$ cat src/hdl/bgm_pkg.sv
// ----------------------------------------------------------------------------
// bgm_pkg
// Shared types and constants for the bitmap glyph mask expander.
// ----------------------------------------------------------------------------
package bgm_pkg;

  // Default sizes of the font store and the output cell
  localparam int GLYPH_SLOTS_DEF     = 256;
  localparam int MAX_GLYPH_ROWS_DEF  = 32;
  localparam int MAX_CELL_PIXELS_DEF = 64;

  // Field widths fixed by the interface
  localparam int CFG_IDX_W  = 3;
  localparam int CFG_DATA_W = 9;
  localparam int MASK_W     = 64;
  localparam int ROW_OUT_W  = 6;
  localparam int CELL_W     = 7;
  localparam int ZOOM_W     = 5;
  localparam int GW_W       = 5;
  localparam int GH_W       = 6;
  localparam int LOADED_W   = 9;
  localparam int CODE_W     = 8;
  localparam int PAT_W      = 8;
  localparam int FROW_W     = 5;

  // Divider operands: cell size (<= 64) times zoom (<= 16), by a glyph size
  localparam int DIVD_W = 11;
  localparam int DIVS_W = 6;

  // Reset values of the configuration registers
  localparam logic [CELL_W-1:0]   CELL_W_RST   = 7'd8;
  localparam logic [CELL_W-1:0]   CELL_H_RST   = 7'd16;
  localparam logic [ZOOM_W-1:0]   ZOOM_RST     = 5'd1;
  localparam logic [GW_W-1:0]     GLYPH_W_RST  = 5'd8;
  localparam logic [GH_W-1:0]     GLYPH_H_RST  = 6'd16;
  localparam logic [LOADED_W-1:0] LOADED_RST   = 9'd256;

  localparam logic [ZOOM_W-1:0]   ZOOM_MAX     = 5'd16;

  // Ninth-column duplication: line-drawing codes of a 9-wide glyph
  localparam logic [CODE_W-1:0]   DUP_CODE_LO  = 8'd192;
  localparam logic [CODE_W-1:0]   DUP_CODE_HI  = 8'd223;
  localparam logic [GW_W-1:0]     DUP_GLYPH_W  = 5'd9;
  localparam int                  FONT_COLS    = 8;

  // Column map codes: 0..7 select a font bit, COL_DUP copies bit 0
  localparam int                  COL_CODE_W   = 4;
  localparam logic [COL_CODE_W-1:0] COL_DUP    = 4'd8;
  localparam logic [COL_CODE_W-1:0] COL_NONE   = 4'hF;

  typedef enum logic [CFG_IDX_W-1:0] {
    REG_CELL_WIDTH    = 3'd0,
    REG_CELL_HEIGHT   = 3'd1,
    REG_ZOOM          = 3'd2,
    REG_GLYPH_WIDTH   = 3'd3,
    REG_GLYPH_HEIGHT  = 3'd4,
    REG_NINE_COL_DUP  = 3'd5,
    REG_GLYPHS_LOADED = 3'd6
  } cfg_reg_t;

  typedef enum logic {
    OP_WRITE  = 1'b0,
    OP_RENDER = 1'b1
  } op_t;

  typedef enum logic [2:0] {
    ST_IDLE,
    ST_MUL,
    ST_DIV_START,
    ST_DIV_WAIT,
    ST_COLMAP,
    ST_ROW_RD,
    ST_ROW_OUT
  } state_t;

  typedef struct packed {
    logic              start;
    logic [DIVD_W-1:0] dividend;
    logic [DIVS_W-1:0] divisor;
  } div_req_t;

  typedef struct packed {
    logic              done;
    logic [DIVD_W-1:0] quotient;
  } div_rsp_t;

endpackage

$ cat src/hdl/bgm_div.sv
// ----------------------------------------------------------------------------
// bgm_div
// Iterative restoring divider, one quotient bit per cycle.
// ----------------------------------------------------------------------------
module bgm_div (
  input  logic              clk,
  input  logic              rst_n,
  input  bgm_pkg::div_req_t req,
  output bgm_pkg::div_rsp_t rsp
);

  import bgm_pkg::*;

  localparam int CNT_W = $clog2(DIVD_W + 1);

  logic [CNT_W-1:0]  cnt_r, cnt_nxt;
  logic              done_r, done_nxt;
  logic [DIVD_W-1:0] quo_r, quo_nxt;
  logic [DIVS_W-1:0] rem_r, rem_nxt;
  logic [DIVS_W-1:0] dvs_r, dvs_nxt;
  logic [DIVS_W:0]   rem_sh;
  logic              ge;

  always_comb begin
    rem_sh   = {rem_r, quo_r[DIVD_W-1]};
    ge       = rem_sh >= {1'b0, dvs_r};
    cnt_nxt  = cnt_r;
    quo_nxt  = quo_r;
    rem_nxt  = rem_r;
    dvs_nxt  = dvs_r;
    done_nxt = 1'b0;
    if (req.start) begin
      cnt_nxt = CNT_W'(DIVD_W);
      quo_nxt = req.dividend;
      rem_nxt = '0;
      dvs_nxt = req.divisor;
    end else if (cnt_r != '0) begin
      cnt_nxt  = cnt_r - 1'b1;
      quo_nxt  = {quo_r[DIVD_W-2:0], ge};
      rem_nxt  = ge ? DIVS_W'(rem_sh - {1'b0, dvs_r}) : rem_sh[DIVS_W-1:0];
      done_nxt = (cnt_r == CNT_W'(1));
    end
  end

  always_ff @(posedge clk) begin
    if (!rst_n) begin
      cnt_r  <= '0;
      done_r <= 1'b0;
    end else begin
      cnt_r  <= cnt_nxt;
      done_r <= done_nxt;
    end
  end

  always_ff @(posedge clk) begin
    quo_r <= quo_nxt;
    rem_r <= rem_nxt;
    dvs_r <= dvs_nxt;
  end

  assign rsp.done     = done_r;
  assign rsp.quotient = quo_r;

endmodule
$ cat config.mk
export PLATFORM = sky130hd
export DESIGN_NAME = bgm_div
export DESIGN_NICKNAME = d
export VERILOG_FILES = /design/src/hdl/bgm_pkg.sv /design/src/hdl/bgm_div.sv
export SDC_FILE = /design/constraint.sdc
export NUM_CORES = 1
export LEC_CHECK = 0
export BUFFER_PORTS_ARGS = -buffer_cell sky130_fd_sc_hd__buf_2
export CAP_MARGIN = 20
export CORE_UTILIZATION = 57
export CTS_CLUSTER_DIAMETER = 60
export DETAILED_ROUTE_END_ITERATION = 8
export PLACE_DENSITY_LB_ADDON = 0.12
export SYNTH_ARGS = -nofsm -noshare
export SYNTH_HDL_FRONTEND = slang
export SYNTH_SLANG_ARGS = --single-unit
$ cat constraint.sdc
create_clock -name clk -period 3.3 [get_ports clk]
set_input_delay 0.66 -clock clk [delete_from_list [all_inputs] [get_ports clk]]
set_output_delay 0.66 -clock clk [all_outputs]
set_load 0.1 [all_outputs]
==> results_dict.tcl <==
set metrics [dict create \
    status "finished, final reports clean" \
    antenna_found_initial 0 \
    finish.utilization_pct 71.0 \
    syn_to_final_growth_pct 14.0 \
    worst_slew_pin_slew_ps 498 \
    powerDensity_nw_per_um2 750 \
    crit_path_max_fanout 8 \
    die_width_um 52.1 \
    async_flop_share_pct 0 \
    routedWlPerCell_um 14.0 \
    routed_via_density 5.39 \
    layout.nets 179 \
    remaining_drc_errors 0 \
    route.met3.wl_um 62 \
    cap_violations 0 \
    synth_cell_types 35 \
    synthTopCellsByArea "edfxtp_1 (36%), dfxtp_1 (15%), mux2_2 (8.7%), ha_1 (6.1%), mux2i_1 (4.2%)" \
    yosysTopAreaCell "edfxtp_1" \
    synth_edf_count 17 \
    finalSetupViolations 0 \
    dr.first_iter.drc_count 5 \
    grt_overflow 0 \
    final-max-slew-violation-count 0 \
    h-tree-depth 1 \
    grt_pass1_wl_um 4150 \
    ys_seq_elements 28 \
    max_freq_ghz 0.526 \
    cts.hold.buffers_added 0 \
    met2WireLength_um 1320 \
    rsz0062_at_grt "false" \
    clk_pin_slew_ps 140 \
    dp_hpwl_um 1950 \
    clock-sinks 28 \
    fin_crit_sh_pct 57.6 \
    synth.yosys.warnings 0 \
    synth_most_common_cell "edfxtp_1" \
    routed_wirelength_um 2500 \
    num_io_pins 32 \
    dieArea_um2 2720 \
    syn_nets 147 \
    wl_met1_um 1090 \
    io_buffers 31 \
    yosysTopAreaCellShare_pct 35.7 \
    max_slew_margin_pct 67.1 \
    cts_made_buffers 3 \
    syn-mean-instance-area_um2 12.0 \
    gp_congestion 0.792 \
    cp_cell_sequence "inv_1 > ha_1 > a21o_1 > a31oi_1 > o21ai_4 > mux2_2" \
    cts_tree "done" \
    hold_viol 0 \
    drive_gt1_share_pct 32.7 \
    syn_inst 119 \
    root_buffer "clkbuf_4" \
    critPathKind "flip-flop to flip-flop" \
    grt_start_max_net_pins 25 \
    postPlaceCellArea_um2 1600 \
    diodes 0 \
    rows 17 \
    start_util_pct 62.3 \
    clock_latency_ps 320 \
    final_area_um2 1630 \
    grt_pass1_vias 972 \
    synth_flop_cell "edfxtp_1" \
    min_path_type "primary input to flip-flop" \
    grt_usage_pct 21.5 \
    dr.pass1.iters 4 \
    post_cts_resized 0 \
    cp-start-kind "flip-flop" \
    skew_ps 3.37 \
    ant_nets 0 \
    cts_buffer_depth 2 \
    die_h_um 52.1 \
    cp.required_ps 3390 \
    setup_tns_ps 0 \
    coreArea_um2 2300 \
    slowest_stage "edfxtp_1" \
    cellLeakagePower_uw 0.000721 \
    fin_crit_ps 1900 \
    post_cts_buffers 0 \
    critPathCaptureType "flip-flop" \
    worstPathArrival_ps 2000 \
    top_layer_used "met4" \
    num_vias 959 \
    synth-seq-area-share_pct 51.0 \
    vdd_drop_max_mv 0.512 \
    netlist_area_um2 1430 \
    cpPeakStageDelay_ps 370 \
    synth_common_cells "edfxtp_1 (17), dfxtp_1 (11), mux2_2 (11)" \
]
kinds of logic after synthesis:
logic type / Yosys count / synth area share, %
adders and majority gates: 8 / 7.52
and+or+nand+nor: 26 / 9.27
buffers and inverters: 12 / 3.93
muxes: 17 / 12.8
AOI/OAI and AO/OA: 24 / 12.9
xor gates and xnor gates: 4 / 2.45
DFF: 28 / 51.0
through the flow:
stage	instances	total power, uW	setup WS (ps)	hold slack, ps
final	178	1220	1400	501
after global routing	178	1290	1270	479
after CTS	178	1230	1390	493
after detailed placement	174	1070	1190	487
after global placement	174	1050	1260	480
after floorplan	119	973	811	453
layout make-up:
cell class                 instances  area [um^2]
sequential                        28          731
fill                             185          666
multi-input combinational         79          644
timing repair buffer              31          155
clock buffer                       4         36.3
tap                               28         35.0
inverter                           8         30.0
worst max-delay path: cells and delay by family (launching register included):
kind / cells / cell delay, ps
flip-flops: 1 / 370
AO/OA/AOI/OAI: 3 / 630
adder cells (fa/ha/maj): 1 / 350
buffers and inverters: 1 / 40
multiplexers: 1 / 290
sequential cells by signal (all words and copies together), names as in the netlist:
register,count
cnt_r,4
done_r,1
dvs_r,6
quo_r,11
rem_r,6
power by group:
group	leakage [uW]	switching [uW]	internal, uW
clock network	0.0000210	96.0	67.5
registers	0.000264	42.8	440
logic	0.000436	385	192
metal layers:
layer | up-vias | GRT usage (%)
li1 | 491 | -
met1 | 443 | 24.8
met2 | 20 | 39.3
met3 | 5 | 4.09
met4 | 0 | 7.21
met5 | - | 0
placed cells by master, fill, tap and decap left out, types with 3 or more instances in the layout:
| cell type | Yosys | final |
|---|---|---|
| dfxtp_1 | 11 | 11 |
| mux2i_1 | 6 | 6 |
| xor2_1 | 3 | 3 |
| mux2_2 | 11 | 11 |
| a21o_1 | 3 | 3 |
| nand2_1 | 5 | 5 |
| inv_1 | 8 | 8 |
| nor2_1 | 9 | 9 |
| clkbuf_4 | 0 | 3 |
| a21oi_1 | 5 | 5 |
| ha_1 | 7 | 7 |
| o21ai_0 | 5 | 5 |
| buf_2 | 0 | 31 |
| nand2b_1 | 3 | 3 |
| edfxtp_1 | 17 | 17 |
final timing paths:
kind	slack [ps]	end	start	depth (start not counted)
worst max register to register	1400	quo_r[0]	dvs_r[2]	6
worst max-delay path	1400	quo_r[0]	dvs_r[2]	6
worst min-delay path	500	dvs_r[3]	req[3]	1
worst min register to register	500	rem_r[2]	rem_r[2]	2
Power figures use the tool's default switching activity.
